<file path="src/rtl/core/b2da_pkg.sv">
`timescale 1ns / 1ps

package b2da_pkg;

  // Fixed field widths
  localparam int VALUE_W = 32;
  localparam int DIGITS  = 10;
  localparam int BCD_W   = 4 * DIGITS;
  localparam int CNT_W   = $clog2(VALUE_W);
  localparam int IDX_W   = $clog2(DIGITS);
  localparam int CHAR_W  = 6;

  localparam logic [CHAR_W-1:0] ASCII_ZERO = 6'h30;
  localparam logic [CNT_W-1:0]  CNT_LAST   = CNT_W'(VALUE_W - 1);

  typedef enum logic [1:0] {
    ST_IDLE,
    ST_CONV,
    ST_EMIT
  } b2da_state_t;

  // Index of the most significant nonzero BCD digit; zero when all digits are zero
  function automatic logic [IDX_W-1:0] msd_index(input logic [BCD_W-1:0] bcd);
    logic [IDX_W-1:0] idx;
    idx = '0;
    for (int i = 0; i < DIGITS; i++) begin
      if (bcd[4*i +: 4] != 4'd0) begin
        idx = IDX_W'(i);
      end
    end
    return idx;
  endfunction

endpackage

</file>
<file path="src/rtl/core/b2da_step.sv">
`timescale 1ns / 1ps

// One double-dabble step: add-3 correction on every BCD digit, then shift
// the binary MSB into the BCD register.
module b2da_step
  import b2da_pkg::*;
(
  input  logic [VALUE_W-1:0] bin,
  input  logic [BCD_W-1:0]   bcd,
  output logic [VALUE_W-1:0] bin_out,
  output logic [BCD_W-1:0]   bcd_out
);

  logic [BCD_W-1:0] bcd_adj;

  // Per-digit correction, digits are independent
  always_comb begin
    for (int i = 0; i < DIGITS; i++) begin
      if (bcd[4*i +: 4] >= 4'd5) begin
        bcd_adj[4*i +: 4] = bcd[4*i +: 4] + 4'd3;
      end else begin
        bcd_adj[4*i +: 4] = bcd[4*i +: 4];
      end
    end
  end

  // Shift the combined register left by one
  assign bcd_out = {bcd_adj[BCD_W-2:0], bin[VALUE_W-1]};
  assign bin_out = {bin[VALUE_W-2:0], 1'b0};

endmodule

</file>
<file path="src/rtl/core/binary_to_decimal_ascii.sv">
`timescale 1ns / 1ps

// Converts a 32-bit unsigned value to decimal ASCII digits, most significant
// first, leading zeros suppressed (zero gives a single '0'). A transfer in
// happens when start is high while busy is low. The value is converted by 32
// double-dabble steps through one shared shift/add-3 unit, one step per cycle,
// then its n digits (1 to 10) are presented one per cycle with strobe high,
// last_digit marking the final one. Results cannot be stalled: each digit is
// valid for exactly the cycle its strobe is high. busy drops during the last
// digit, so the next value can already be accepted while that digit is out.
module binary_to_decimal_ascii
  import b2da_pkg::*;
(
  input  logic              clk,
  input  logic              rst,
  input  logic              start,
  output logic              busy,
  input  logic [VALUE_W-1:0] value,
  output logic              strobe,
  output logic [CHAR_W-1:0] digit_char,
  output logic              last_digit
);

  b2da_state_t      state, state_next;
  logic [VALUE_W-1:0] bin, bin_next;
  logic [BCD_W-1:0]   bcd, bcd_next;
  logic [CNT_W-1:0]   cnt, cnt_next;
  logic [IDX_W-1:0]   idx, idx_next;
  logic [VALUE_W-1:0] step_bin;
  logic [BCD_W-1:0]   step_bcd;
  logic [3:0]         nib;

  // Shared conversion unit
  b2da_step u_step (
    .bin     (bin),
    .bcd     (bcd),
    .bin_out (step_bin),
    .bcd_out (step_bcd)
  );

  // Control registers
  always_ff @(posedge clk) begin
    if (rst) begin
      state <= ST_IDLE;
      cnt   <= '0;
      idx   <= '0;
    end else begin
      state <= state_next;
      cnt   <= cnt_next;
      idx   <= idx_next;
    end
  end

  // Datapath registers
  always_ff @(posedge clk) begin
    bin <= bin_next;
    bcd <= bcd_next;
  end

  // Sequencer
  always_comb begin
    state_next = state;
    bin_next   = bin;
    bcd_next   = bcd;
    cnt_next   = cnt;
    idx_next   = idx;
    case (state)
      ST_IDLE: begin
        if (start) begin
          bin_next   = value;
          bcd_next   = '0;
          cnt_next   = '0;
          state_next = ST_CONV;
        end
      end
      ST_CONV: begin
        bin_next = step_bin;
        bcd_next = step_bcd;
        cnt_next = cnt + 1'b1;
        if (cnt == CNT_LAST) begin
          idx_next   = msd_index(step_bcd);
          state_next = ST_EMIT;
        end
      end
      ST_EMIT: begin
        if (idx == '0) begin
          if (start) begin
            bin_next   = value;
            bcd_next   = '0;
            cnt_next   = '0;
            state_next = ST_CONV;
          end else begin
            state_next = ST_IDLE;
          end
        end else begin
          idx_next = idx - 1'b1;
        end
      end
      default: begin
        state_next = ST_IDLE;
      end
    endcase
  end

  // Outputs
  assign nib        = bcd[{idx, 2'b00} +: 4];
  assign busy       = (state == ST_CONV) || ((state == ST_EMIT) && (idx != '0));
  assign strobe     = (state == ST_EMIT);
  assign digit_char = ASCII_ZERO + {2'b00, nib};
  assign last_digit = (idx == '0);

endmodule

</file>
<file path="config.mk">
export PLATFORM = sky130hd
export DESIGN_NAME = binary_to_decimal_ascii
export DESIGN_NICKNAME = d
export VERILOG_FILES = /design/src/rtl/core/b2da_pkg.sv /design/src/rtl/core/b2da_step.sv /design/src/rtl/core/binary_to_decimal_ascii.sv
export SDC_FILE = /design/constraint.sdc
export NUM_CORES = 1
export LEC_CHECK = 0
export ABC_AREA = 1
export BUFFER_PORTS_ARGS = -buffer_cell sky130_fd_sc_hd__buf_4
export CORE_MARGIN = 1.5
export CORE_UTILIZATION = 45
export DETAILED_ROUTE_END_ITERATION = 7
export PLACE_DENSITY_LB_ADDON = 0.25
export SLEW_MARGIN = 20
export SYNTH_ARGS = -nofsm -noshare
export SYNTH_HDL_FRONTEND = slang
export SYNTH_HIERARCHICAL = 1
export SYNTH_SLANG_ARGS = --single-unit
</file>
<file path="constraint.sdc">
create_clock -name clk -period 7.1 [get_ports clk]
set_clock_uncertainty 0.05 [all_clocks]
set_input_delay 1.42 -clock clk [delete_from_list [all_inputs] [get_ports clk]]
set_output_delay 1.42 -clock clk [all_outputs]
set_load 0.01 [all_outputs]
</file>
; Yosys cells after proc, flatten, opt, wreduce, memory -nomap -nowiden
; Cells that the tools add are included.
[word_totals]
regBits = 83
wordCells = 91
in_bits = 35
output_inout_bits = 9
[op_classes]
n_addsub = 13
order_cmp = 10
n_reduce_logical = 19
n_eq_ne = 7
shifts = 1
n_mux = 36
[op_table]
columns = cell, count
row1 = $pmux 40 s3, 1
row2 = $pmux 32 s3, 1
row3 = $mux 40, 2
row4 = $mux 4, 19
row5 = $mux 32, 2
row6 = $ge 4x3->1 const B, 10
row7 = $reduce_bool 4->1, 10
row8 = $shiftx 40x7->4, 1
row9 = $add 4x2->4 const B, 9
row10 = $pmux 5 s3, 1
row11 = $mux 5, 2
row12 = $pmux 4 s2, 1
row13 = $add 5x5->6 const A, 1
row14 = $mux 2, 3
row15 = $ne 2x2->1 const B, 3
row16 = $pmux 2 s3, 1
row17 = $reduce_and 3->1, 2
row18 = $add 5x1->5 const B, 1
row19 = $eq 5x5->1 const B, 1
row20 = $logic_not 4->1, 1
row21 = $sub 4x1->4 const B, 1
row22 = $add 3x2->3 const B, 1
row23 = $mux 3, 1
row24 = $reduce_bool 3->1, 1
row25 = other kinds (9), 10

; Depth between registers and ports, before layout
; Gate-level depths: netlist (run 1).
[depth]
ltp_word = 14
mapped_depth = 20
mapped_depth_nobuf = 20

; Modules after synthesis
; Netlist (run 1), hierarchy kept.
[by_module_without_submodules]
columns = mod, area_each_um2, seq_area_each_um2, instances, cells_per_inst
row1 = binary_to_decimal_ascii, 3973.8, 2382.3, 1, 441
row2 = b2da_step, 1385.1, 0.0, 1, 245

; Worst setup path before layout (run 1)
; No wires, ideal clock.
[synth_path]
path_kind = input to register
start = input start
end = register cnt[2]
setup_time_ns = 0.081
arrival_ns = 3.276
cell_stages = 6
required_time_ns = 6.969
n_path_buf = 0
setup_slack_ns = 3.693
cell_sequence = nand2_1 > a21oi_4 > inv_2 > o21ai_2 > nand3_1 > a31oi_1
[synth_via]
elab_chain_len = 3
[synth_lines]
columns = item, line_no
row1 = "start, declared", binary_to_decimal_ascii.sv:16  ; input logic start,
row2 = $mux 5 *, --
row3 = $mux 5, --
row4 = $pmux 5 s3 *, --
row5 = "end signal, assigned", binary_to_decimal_ascii.sv:49  ; cnt <= cnt_next;
row6 = "end, declared", binary_to_decimal_ascii.sv:27  ; logic [CNT_W-1:0] cnt, cnt_next;
; Every way passes the cells marked *; elsewhere a longest branch is shown, timed or not. The select of a mux whose other input is x is not followed.
; A chain may end at the register's enable or synchronous reset.

; Worst setup path in the final report (run 1)
[layout_path]
start = register idx[0]
end = output busy
[layout_via]
elab_chain_len = 3
[layout_lines]
columns = item, line_no
row1 = "start, declared", binary_to_decimal_ascii.sv:28  ; logic [IDX_W-1:0] idx, idx_next;
row2 = "start signal, assigned", binary_to_decimal_ascii.sv:50  ; idx <= idx_next;
row3 = $reduce_bool 4->1, binary_to_decimal_ascii.sv:107  ; assign busy = (state == ST_CONV) || ((state == ST_EMIT) && (idx != '0));
row4 = $logic_and 1x1->1, binary_to_decimal_ascii.sv:107
row5 = $logic_or 1x1->1, binary_to_decimal_ascii.sv:107
row6 = "end, declared", binary_to_decimal_ascii.sv:17  ; output logic busy,
; Every way passes these cells.

==> impl_metrics.sql, run 1 <==
INSERT INTO impl_metrics (metric_group, metric, value, unit) VALUES
('yosys', 'synthAdderAreaFrac', '0.0537', ''),
('yosys', 'dominant_combinational_cell_family_by_area_after_synthesis', 'simple AND/OR/NAND/NOR gates', ''),
('sta', 'timing.setup.tns', '0', 'ns'),
('global_routing', 'maximum_number_of_pins_on_one_net_before_global_route_repair', '75', ''),
('setup_path', 'cpLargestDelayFamily', 'flip-flops', ''),
('setup_path', 'crit_path_cell_trace', 'clkinv_1 > ha_1 > inv_1 > nor2_1 > nand2_1 > nand2_2 > nand2_4 > buf_4', ''),
('sta', 'fin_crit_sh', '0.593', ''),
('yosys', 'syn-mean-instance-area', '7.81', 'um2'),
('yosys', 'synthMostInstantiatedCell', 'nand2_1', ''),
('placed_design', 'port_buffers', '41', ''),
('sta', 'slew_headroom', '0.490', ''),
('route', 'first_pass_iters', '7', ''),
('setup_path', 'slowest_stage', 'dfxtp_1', ''),
('floorplanning', 'die-height', '112', 'um'),
('sta', 'grt_setup_unrepaired', 'no', ''),
('clock_tree', 'clk_root_buffer_cell', 'clkbuf_16', ''),
('global_routing', 'grt_overflow_total', '0', ''),
('cells_and_area', 'layout-drive-gt1-share', '0.128', ''),
('sta', 'worst_slew_pin_slew', '0.764', 'ns'),
('clock_tree', 'post_cts_resize_count', '0', ''),
('route', 'detailroute.wirelength.met2', '4.80', 'mm'),
('flow_run', 'drv_cap', '0', ''),
('setup_path', 'arrival', '2.74', 'ns'),
('sta', 'finalMaxSlewViolations', '0', ''),
('status', 'violations', 'design-rule violations', ''),
('route', 'first_iter_violations', '227', ''),
('placed_design', 'placement.setup.worst_slack', '3.30', 'ns'),
('yosys', 'number_of_distinct_standard_cells_referenced_by_the_synthesized_netlist', '35', ''),
('yosys', 'synth-compound-area-share', '0.112', ''),
('setup_path', 'regToRegStartpoint', 'idx[0]', ''),
('yosys', 'post_synth_and_or_nand_nor_area_fraction', '0.243', ''),
('yosys', 'synthDominantAreaCellType', 'edfxtp_1', ''),
('clock_tree', 'total_cts_buffers', '9', ''),
('status', 'result_of_the_run', 'finished with violations', ''),
('setup_path', 'critical_path.reg2reg.endpoint', 'bcd[9]', ''),
('route', 'wire_per_inst', '12.5', 'um'),
('route', 'drt_drc_violations_left', '6', ''),
('setup_path', 'crit_path_start_kind', 'register', ''),
('clock_tree', 'clk_pin_slew_worst_paths', '0.06', 'ns'),
('floorplanning', 'die_area', '12600', 'um2'),
('setup_path', 'worst_setup_path_startpoint', 'idx[0]', ''),
('setup_path', 'timing.critical_path.fanout_max', '24', ''),
('sta', 'finalWorstSetupSlack', '2.89', 'ns'),
('placed_design', 'post-dp-hpwl', '7.62', 'mm'),
('global_routing', 'antenna_found_initial', '0', ''),
('sta', 'max_freq', '238', 'MHz'),
('floorplanning', 'rows', '39', ''),
('route', 'routedLengthMet1', '4.96', 'mm'),
('pwr', 'cellLeakagePower', '2.73', 'nW'),
('yosys', 'synth_top_cell_area_share', '0.403', ''),
('clock_tree', 'clk_path_buf_depth', '2', ''),
('yosys', 'flops_latches_synth', '83', ''),
('pwr', 'ir_worst_vdd', '149', 'uV'),
('yosys', 'synth.cells.most_frequent', 'nand2_1 (187), inv_1 (105), nor2_1 (76), edfxtp_1 (72), o21ai_0 (52)', ''),
('yosys', 'synth_edf_count', '72', ''),
('clock_tree', 'cts_sinks', '83', ''),
('route', 'top_layer', 'met4', ''),
('clock_tree', 'clk_latency', '0.33', 'ns'),
('floorplanning', 'core-area', '11500', 'um2'),
('placed_design', 'place.gp.congestion', '0.875', ''),
('clock_tree', 'cts_tree', 'built', ''),
('yosys', 'seq_area_frac_synth', '0.445', ''),
('cells_and_area', 'finalNetCount', '750', ''),
('floorplanning', 'floorplan.die.width', '112', 'um'),
('clock_tree', 'cts_hold_repair_buffers', '0', ''),
('setup_path', 'timing_worst_setup_path_type', 'register to output port', ''),
('cells_and_area', 'diodes', '0', ''),
('global_routing', 'grt_pass1_vias', '4045', ''),
('route', 'detail_route.vias_per_cell', '5.01', ''),
('route', 'ant_nets', '0', ''),
('setup_path', 'timing.critical_path.slowest_cell_delay', '0.81', 'ns');
==> where the power goes <==
group	total [mW]	internal [mW]	switching, mW
Combinational	0.484	0.178	0.306
Clock	0.416	0.233	0.183
Sequential	0.709	0.634	0.0755
Total	1.61	1.04	0.564
==> worst reg2reg max path, delay by kind of cell (launching register included) <==
family	cells	cell delay (ns)
AO/OA/AOI/OAI	1	0.50
buffers and inverters	4	1.05
adder cells (fa/ha/maj)	1	0.23
AND/OR/NAND/NOR	3	0.41
flip-flops	1	0.55
==> routing by layer <==
| layer | up-vias | global-route usage |
|---|---|---|
| met5 | - | 0 |
| met4 | 0 | 0.0793 |
| met3 | 17 | 0.0286 |
| met2 | 108 | 0.279 |
| met1 | 1898 | 0.236 |
| li1 | 2177 | - |
==> cell type report <==
type	instances	area, um2
clock buffer	10	229
clock inverter	5	31.3
fill	1121	5690
inverter	112	420
multi-input combinational	442	2230
sequential	83	2380
tap	143	179
timing repair buffer	44	350
==> metrics by stage <==
stage	instance area (um2)	util	hold slack, ns	power, mW
after CTS	5820	0.506	0.423	1.62
after global placement	5540	0.481	0.402	1.18
after floorplan	5360	-	0.385	1.09
after detailed placement	5560	0.483	0.415	1.20
final	5820	0.506	0.423	1.61
after global routing	5820	0.506	0.452	1.72
==> cells by family (layout without fill, tap and decap cells) <==
| kind of cell | after synthesis | in the layout |
|---|---|---|
| AND/OR/NAND/NOR | 311 | 311 |
| adder cells (fa/ha/maj) | 23 | 23 |
| multiplexers | 3 | 3 |
| flip-flops | 83 | 83 |
| buffers and inverters | 162 | 171 |
| other | 2 | 3 |
| AO/OA/AOI/OAI | 102 | 102 |
==> cell usage in the layout (no fill, tap or decap), types with 2 or more instances in the layout <==
cell          n
buf_4        43
nor2_4        5
o211ai_1      2
inv_1       105
o221ai_1      4
nor2_1       76
nand2_1     187
clkbuf_16     9
edfxtp_1     72
conb_1        3
nor3_1        5
o21ai_2      10
clkinvlp_4    3
o21ai_0      52
nor4_1        2
inv_2         6
nand3_1      24
a21oi_2       2
o22ai_1       6
dfxtp_1      11
mux2i_1       3
ha_1         23
a21oi_1      22
nand2_2       4
clkinv_1      2
nand4_1       5
==> worst min path at each step <==
stage,start,end,slack (ns),cells past startpoint
after floorplan,cnt[2],cnt[2],0.39,1
after global placement,cnt[2],cnt[2],0.40,1
after detailed placement,cnt[4],cnt[4],0.41,2
after CTS,cnt[4],cnt[4],0.42,2
after global routing,cnt[4],cnt[4],0.45,2
final,cnt[4],cnt[4],0.42,2
==> registers in the layout, summed over array words and instances, names as in the netlist <==
register,count
cnt,5
state,2
idx,4
bcd,40
bin,32
Note: power is estimated with default switching activity, not from simulation.
==> run 2, diff against run 1 <==
==> constraint.sdc (replaced) <==
create_clock -name clk -period 3.8 [get_ports clk]
set_clock_uncertainty 0.05 [all_clocks]
set_input_delay 0.76 -clock clk [delete_from_list [all_inputs] [get_ports clk]]
set_output_delay 0.76 -clock clk [all_outputs]
set_load 0.01 [all_outputs]
==> run 2 against run 1 <==
Against the previous run: the run still ends with design-rule violations left; critical path depth down 2; largest cell class unchanged; power up 100%; cell area up 1.9%; combinational power up 90%; sequential power up 85%; sequential share of layout area down 0.78 points; die area unchanged; register-to-register slack worse by 2.8 ns.
==> impl_metrics.sql, run 2 (same netlist as run 1, synthesis figures left out) <==
INSERT INTO impl_metrics (metric_group, metric, value, unit) VALUES
('status', 'result_of_the_run', 'finished with violations', ''),
('status', 'violations', 'design-rule violations', ''),
('global_routing', 'grt_pass1_wl', '18.1', 'mm'),
('global_routing', 'globalRouteTotalUtil', '0.177', ''),
('cells_and_area', 'reg_top3', 'bcd x40, bin x32, cnt x5', ''),
('floorplanning', 'core-area', '11500', 'um2'),
('route', 'wire_per_inst', '12.4', 'um'),
('setup_path', 'timing_worst_setup_path_type', 'register to output port', ''),
('setup_path', 'crit_path_cell_trace', 'inv_2 > nor2_8 > inv_2 > buf_4 > nand2_4 > buf_4', ''),
('global_routing', 'grt_pass1_vias', '4020', ''),
('setup_path', 'crit_path_capture_type', 'output port', ''),
('route', 'total_vias_in_the_final_route', '4207', ''),
('cells_and_area', 'finalNetCount', '753', ''),
('sta', 'setup_violations', '0', ''),
('global_routing', 'grt.met2_usage', '0.286', ''),
('global_routing', 'met1_usage', '0.239', ''),
('route', 'drt_drc_violations_left', '6', ''),
('sta', 'final_count_of_hold_timing_violations', '0', ''),
('global_routing', 'use_met3', '0.0351', ''),
('cells_and_area', 'layout-drive-gt1-share', '0.133', ''),
('floorplanning', 'die-height', '112', 'um'),
('global_routing', 'global_route.peak_usage_layer', 'met2', ''),
('clock_tree', 'clk_latency', '0.33', 'ns'),
('clock_tree', 'cts-htree-levels', '3', ''),
('setup_path', 'slowest_stage', 'dfxtp_1', ''),
('floorplanning', 'rows', '39', ''),
('floorplanning', 'die_area', '12600', 'um2'),
('pwr', 'ir_worst_vdd', '259', 'uV'),
('sta', 'grt_setup_unrepaired', 'no', ''),
('worst_hold_path', 'holdCritPathClass', 'register to register', ''),
('clock_tree', 'clk_path_buf_depth', '2', ''),
('floorplanning', 'start_util', '0.465', ''),
('route', 'ant_nets', '0', ''),
('sta', 'worst_slew_pin_slew', '0.835', 'ns'),
('pwr', 'post-layout-total-power', '3.28', 'mW'),
('global_routing', 'grt_overflow_total', '0', ''),
('cells_and_area', 'final_cells', '843', ''),
('sta', 'worst_hold_slack', '0.426', 'ns'),
('clock_tree', 'cts_hold_repair_buffers', '0', ''),
('setup_path', 'timing.critical_path.slowest_cell_delay', '0.40', 'ns'),
('route', 'detail_route.vias_per_cell', '4.99', ''),
('cells_and_area', 'number_of_flip_flops_under_the_largest_register_name', '40', ''),
('floorplanning', 'floorplan.die.width', '112', 'um'),
('cells_and_area', 'mostFrequentLayoutCells', 'nand2_1 (187), inv_1 (105), nor2_1 (76), edfxtp_1 (72), o21ai_0 (52)', ''),
('setup_path', 'crit_path_start_kind', 'register', ''),
('sta', 'timing.setup.tns', '0', 'ns'),
('setup_path', 'timing.critical_path.fanout_max', '74', ''),
('flow_run', 'drv_cap', '0', ''),
('placed_design', 'place.gp.congestion', '0.865', ''),
('global_routing', 'maximum_number_of_pins_on_one_net_before_global_route_repair', '75', ''),
('sta', 'slew_headroom', '0.442', ''),
('cells_and_area', 'final_core_utilization', '0.516', ''),
('route', 'first_iter_violations', '316', ''),
('cells_and_area', 'area_growth', '10.8', '%'),
('pwr', 'powerDensity', '553', 'nW/um2'),
('clock_tree', 'cts_sinks', '83', ''),
('placed_design', 'port_buffers', '41', ''),
('clock_tree', 'cts_tree', 'built', ''),
('pwr', 'cellLeakagePower', '2.80', 'nW'),
('sta', 'fin_crit_sh', '0.733', ''),
('cells_and_area', 'diodes', '0', ''),
('sta', 'finalMaxSlewViolations', '0', ''),
('placed_design', 'placed_cells', '827', ''),
('setup_path', 'arrival', '1.98', 'ns'),
('clock_tree', 'post_cts_resize_count', '0', ''),
('route', 'detail_route.wirelength', '10.5', 'mm'),
('cells_and_area', 'layout_commonest_cell', 'nand2_1', ''),
('setup_path', 'worstPathRequired', '2.99', 'ns'),
('clock_tree', 'total_cts_buffers', '9', ''),
('clock_tree', 'postCtsSetupBuffers', '0', ''),
('global_routing', 'antenna_found_initial', '0', ''),
('route', 'first_pass_iters', '6', ''),
('clock_tree', 'clk_root_buffer_cell', 'clkbuf_16', ''),
('cells_and_area', 'registers.top_by_ff_count', 'bcd', ''),
('placed_design', 'post-dp-hpwl', '7.74', 'mm'),
('floorplanning', 'io_pins', '44', ''),
('sta', 'final.min_clock_period', '2.79', 'ns'),
('sta', 'max_freq', '359', 'MHz'),
('clock_tree', 'clk_pin_slew_worst_paths', '0.05', 'ns');
[run 2: critical path: cells and delay by family (launching register included)]
kind | cells | cell delay, ns
buf+inv | 4 | 0.69
simple gates | 2 | 0.54
flops | 1 | 0.40
[run 2: area by class of cell]
cell class,instances,area (um2)
Fill cell,1105,5580
Sequential cell,83,2380
Multi-Input combinational cell,442,2230
Inverter,112,420
Timing Repair Buffer,47,365
Clock buffer,11,233
Tap cell,143,179
Clock inverter,5,125
[run 2: stage by stage]
stage	cell area [um2]	setup slack, ns
2_1_floorplan	5360	0.751
3_3_place_gp	5580	1.24
3_5_place_dp	5580	1.18
4_1_cts	5940	0.947
5_1_grt	5940	0.803
6_report	5940	1.01
[run 2: path summary, 6_finish.rpt]
path                                end  slack [ns]  cells past startpoint  startpoint
worst min-delay path             cnt[4]        0.43                      2      cnt[4]
worst max register to register  bin[13]        1.16                      9      idx[1]
worst min register to register   cnt[4]        0.43                      2      cnt[4]
worst max-delay path               busy        1.01                      6    state[0]
[run 2: power breakdown]
part | leakage, nW | total (mW) | internal (mW) | switching, mW
registers | 0.818 | 1.31 | 1.18 | 0.127
logic | 1.81 | 0.922 | 0.335 | 0.587
clock network | 0.174 | 1.05 | 0.708 | 0.342
total | 2.80 | 3.28 | 2.23 | 1.06
[run 2: layer usage]
metal  routed length, um  vias to the layer above
met1                5070                     1928
met5                   0                        -
met2                4840                       86
li1                    -                     2184
met3                 455                        9
met4                 127                        0
==> run 3, diff against run 2 <==
==> constraint.sdc (replaced) <==
create_clock -name clk -period 2.47 [get_ports clk]
set_clock_uncertainty 0.05 [all_clocks]
set_input_delay 0.494 -clock clk [delete_from_list [all_inputs] [get_ports clk]]
set_output_delay 0.494 -clock clk [all_outputs]
set_load 0.01 [all_outputs]
==> run 3 against run 2 <==
Against the previous run: the run still ends with design-rule violations left; clock-buffer cell count unchanged; first-iteration DRC count shrank 12%; hold slack got worse by 0.075 ns; final cell count is 0.24% higher; core utilization shrank 0.35 points; sequential power up 53%; clock power increased by 16%; register-to-register slack worse by 0.96 ns; wire length grew 4.0%; largest cell class unchanged.
==> impl_metrics.sql, run 3 (same netlist as run 1, synthesis figures left out) <==
INSERT INTO impl_metrics (metric_group, metric, value, unit) VALUES
('setup_path', 'crit_path_start_kind', 'register', ''),
('route', 'first_iter_violations', '277', ''),
('setup_path', 'arrival', '1.79', 'ns'),
('setup_path', 'timing.critical_path.fanout_max', '19', ''),
('floorplanning', 'die_area', '12600', 'um2'),
('sta', 'final_count_of_hold_timing_violations', '0', ''),
('route', 'first_pass_iters', '7', ''),
('sta', 'finalMaxSlewViolations', '0', ''),
('global_routing', 'grt_overflow_total', '0', ''),
('setup_path', 'worst_setup_path_startpoint', 'idx[0]', ''),
('cells_and_area', 'final_cells', '845', ''),
('route', 'detail_route.wirelength', '10.9', 'mm'),
('setup_path', 'timing_worst_setup_path_type', 'register to output port', ''),
('global_routing', 'grt_pass1_vias', '4135', ''),
('floorplanning', 'die-height', '112', 'um'),
('cells_and_area', 'reg_top3', 'bcd x40, bin x32, cnt x5', ''),
('worst_hold_path', 'timing.hold.worst.start', 'rst', ''),
('clock_tree', 'cts_tree', 'built', ''),
('clock_tree', 'cts_sinks', '83', ''),
('global_routing', 'maximum_number_of_pins_on_one_net_before_global_route_repair', '48', ''),
('sta', 'setup_violations', '0', ''),
('route', 'wire_per_inst', '12.9', 'um'),
('pwr', 'ir_worst_vdd', '503', 'uV'),
('cells_and_area', 'mostFrequentLayoutCells', 'nand2_1 (187), inv_1 (103), nor2_1 (75), edfxtp_1 (72), o21ai_0 (52)', ''),
('flow_run', 'drv_cap', '0', ''),
('cells_and_area', 'layout_commonest_cell', 'nand2_1', ''),
('status', 'result_of_the_run', 'finished with violations', ''),
('clock_tree', 'clk_path_buf_depth', '2', ''),
('floorplanning', 'io_pins', '44', ''),
('clock_tree', 'cts-htree-levels', '3', ''),
('clock_tree', 'cts_hold_repair_buffers', '0', ''),
('route', 'detail_route.vias_per_cell', '5.02', ''),
('cells_and_area', 'area_growth', '10.0', '%'),
('status', 'violations', 'design-rule violations', ''),
('clock_tree', 'total_cts_buffers', '9', ''),
('setup_path', 'crit_path_capture_type', 'output port', ''),
('sta', 'max_freq', '428', 'MHz'),
('cells_and_area', 'layout-drive-gt1-share', '0.145', ''),
('sta', 'grt_setup_unrepaired', 'no', ''),
('cells_and_area', 'registers.top_by_ff_count', 'bcd', ''),
('global_routing', 'grt_pass1_wl', '18.5', 'mm'),
('setup_path', 'worstPathRequired', '1.93', 'ns'),
('placed_design', 'placed_cells', '827', ''),
('sta', 'fin_crit_sh', '0.946', ''),
('global_routing', 'globalRouteTotalUtil', '0.183', ''),
('route', 'total_vias_in_the_final_route', '4241', ''),
('placed_design', 'post-dp-hpwl', '7.79', 'mm'),
('placed_design', 'port_buffers', '41', ''),
('clock_tree', 'clk_root_buffer_cell', 'clkbuf_16', ''),
('floorplanning', 'floorplan.die.width', '112', 'um'),
('cells_and_area', 'finalNetCount', '755', ''),
('route', 'drt_drc_violations_left', '2', ''),
('setup_path', 'regToRegStartpoint', 'bcd[20]', ''),
('floorplanning', 'rows', '39', ''),
('pwr', 'powerDensity', '797', 'nW/um2'),
('route', 'ant_nets', '0', ''),
('cells_and_area', 'fill_cells', '1121', ''),
('floorplanning', 'start_util', '0.465', ''),
('cells_and_area', 'number_of_flip_flops_under_the_largest_register_name', '40', ''),
('cells_and_area', 'diodes', '0', ''),
('placed_design', 'placement.setup.worst_slack', '0.197', 'ns'),
('clock_tree', 'clk_pin_slew_worst_paths', '0.06', 'ns'),
('sta', 'finalWorstSetupSlack', '0.132', 'ns'),
('placed_design', 'place.gp.congestion', '0.879', ''),
('floorplanning', 'core-area', '11500', 'um2'),
('clock_tree', 'clk_latency', '0.34', 'ns'),
('worst_hold_path', 'holdCritPathClass', 'input port to register', ''),
('pwr', 'cellLeakagePower', '2.77', 'nW'),
('sta', 'final.min_clock_period', '2.34', 'ns'),
('global_routing', 'antenna_found_initial', '0', '');
## run 3: critical path, cell delays in order, from the launching register on
cell,delay (ns)
dfxtp_4,0.45
clkinv_4,0.18
o21ai_0,0.18
o22ai_1,0.10
o21ai_0,0.26
o22ai_1,0.11
buf_4,0.16
## run 3: power breakdown
part | internal (mW) | switching, mW
Clock | 0.678 | 0.537
Combinational | 0.531 | 0.944
Sequential | 1.82 | 0.189
Total | 3.03 | 1.67
## run 3: area by class of cell
| class | count | area, um2 | area share |
|---|---|---|---|
| flip-flops and latches | 83 | 2390 | 0.405 |
| multi-input cells | 442 | 2260 | 0.383 |
| inverters | 112 | 425 | 0.0721 |
| repair buffers | 49 | 384 | 0.0651 |
| clock buffers | 11 | 233 | 0.0395 |
| well taps | 143 | 179 | 0.0303 |
| clock inverters | 5 | 31.3 | 0.00530 |
## run 3: worst paths after layout
| path | to | slack, ns | cells after the start |
|---|---|---|---|
| setup / recovery | digit_char[0] | 0.13 | 6 |
| hold / removal | cnt[4] | 0.35 | 2 |
| setup reg to reg | idx[2] | 0.20 | 13 |
| hold reg to reg | cnt[4] | 0.42 | 2 |
## run 3: per-stage QoR
stage	total power, mW	hold slack [ns]	util	cell area [um2]	setup TNS [ns]
after global routing	5.03	0.340	0.512	5900	0
after detailed placement	3.49	0.413	0.487	5600	0
final	4.70	0.352	0.512	5900	0
after floorplan	3.16	0.380	-	5390	-18.82
after CTS	4.70	0.342	0.509	5870	0
after global placement	3.43	0.393	0.487	5600	0
## run 3: layer usage
layer	up-vias	track usage	wire (um)
met5	-	0	0
met4	0	0.0692	175
met3	19	0.0335	500
met2	104	0.304	5190
met1	1939	0.239	5040
li1	2179	-	-
## run 3: repair_timing
item / in CTS / in global routing
resized for setup: 0 / 2
setup buffers: 0 / 2
endpoints found under the setup margin: 0 / 8
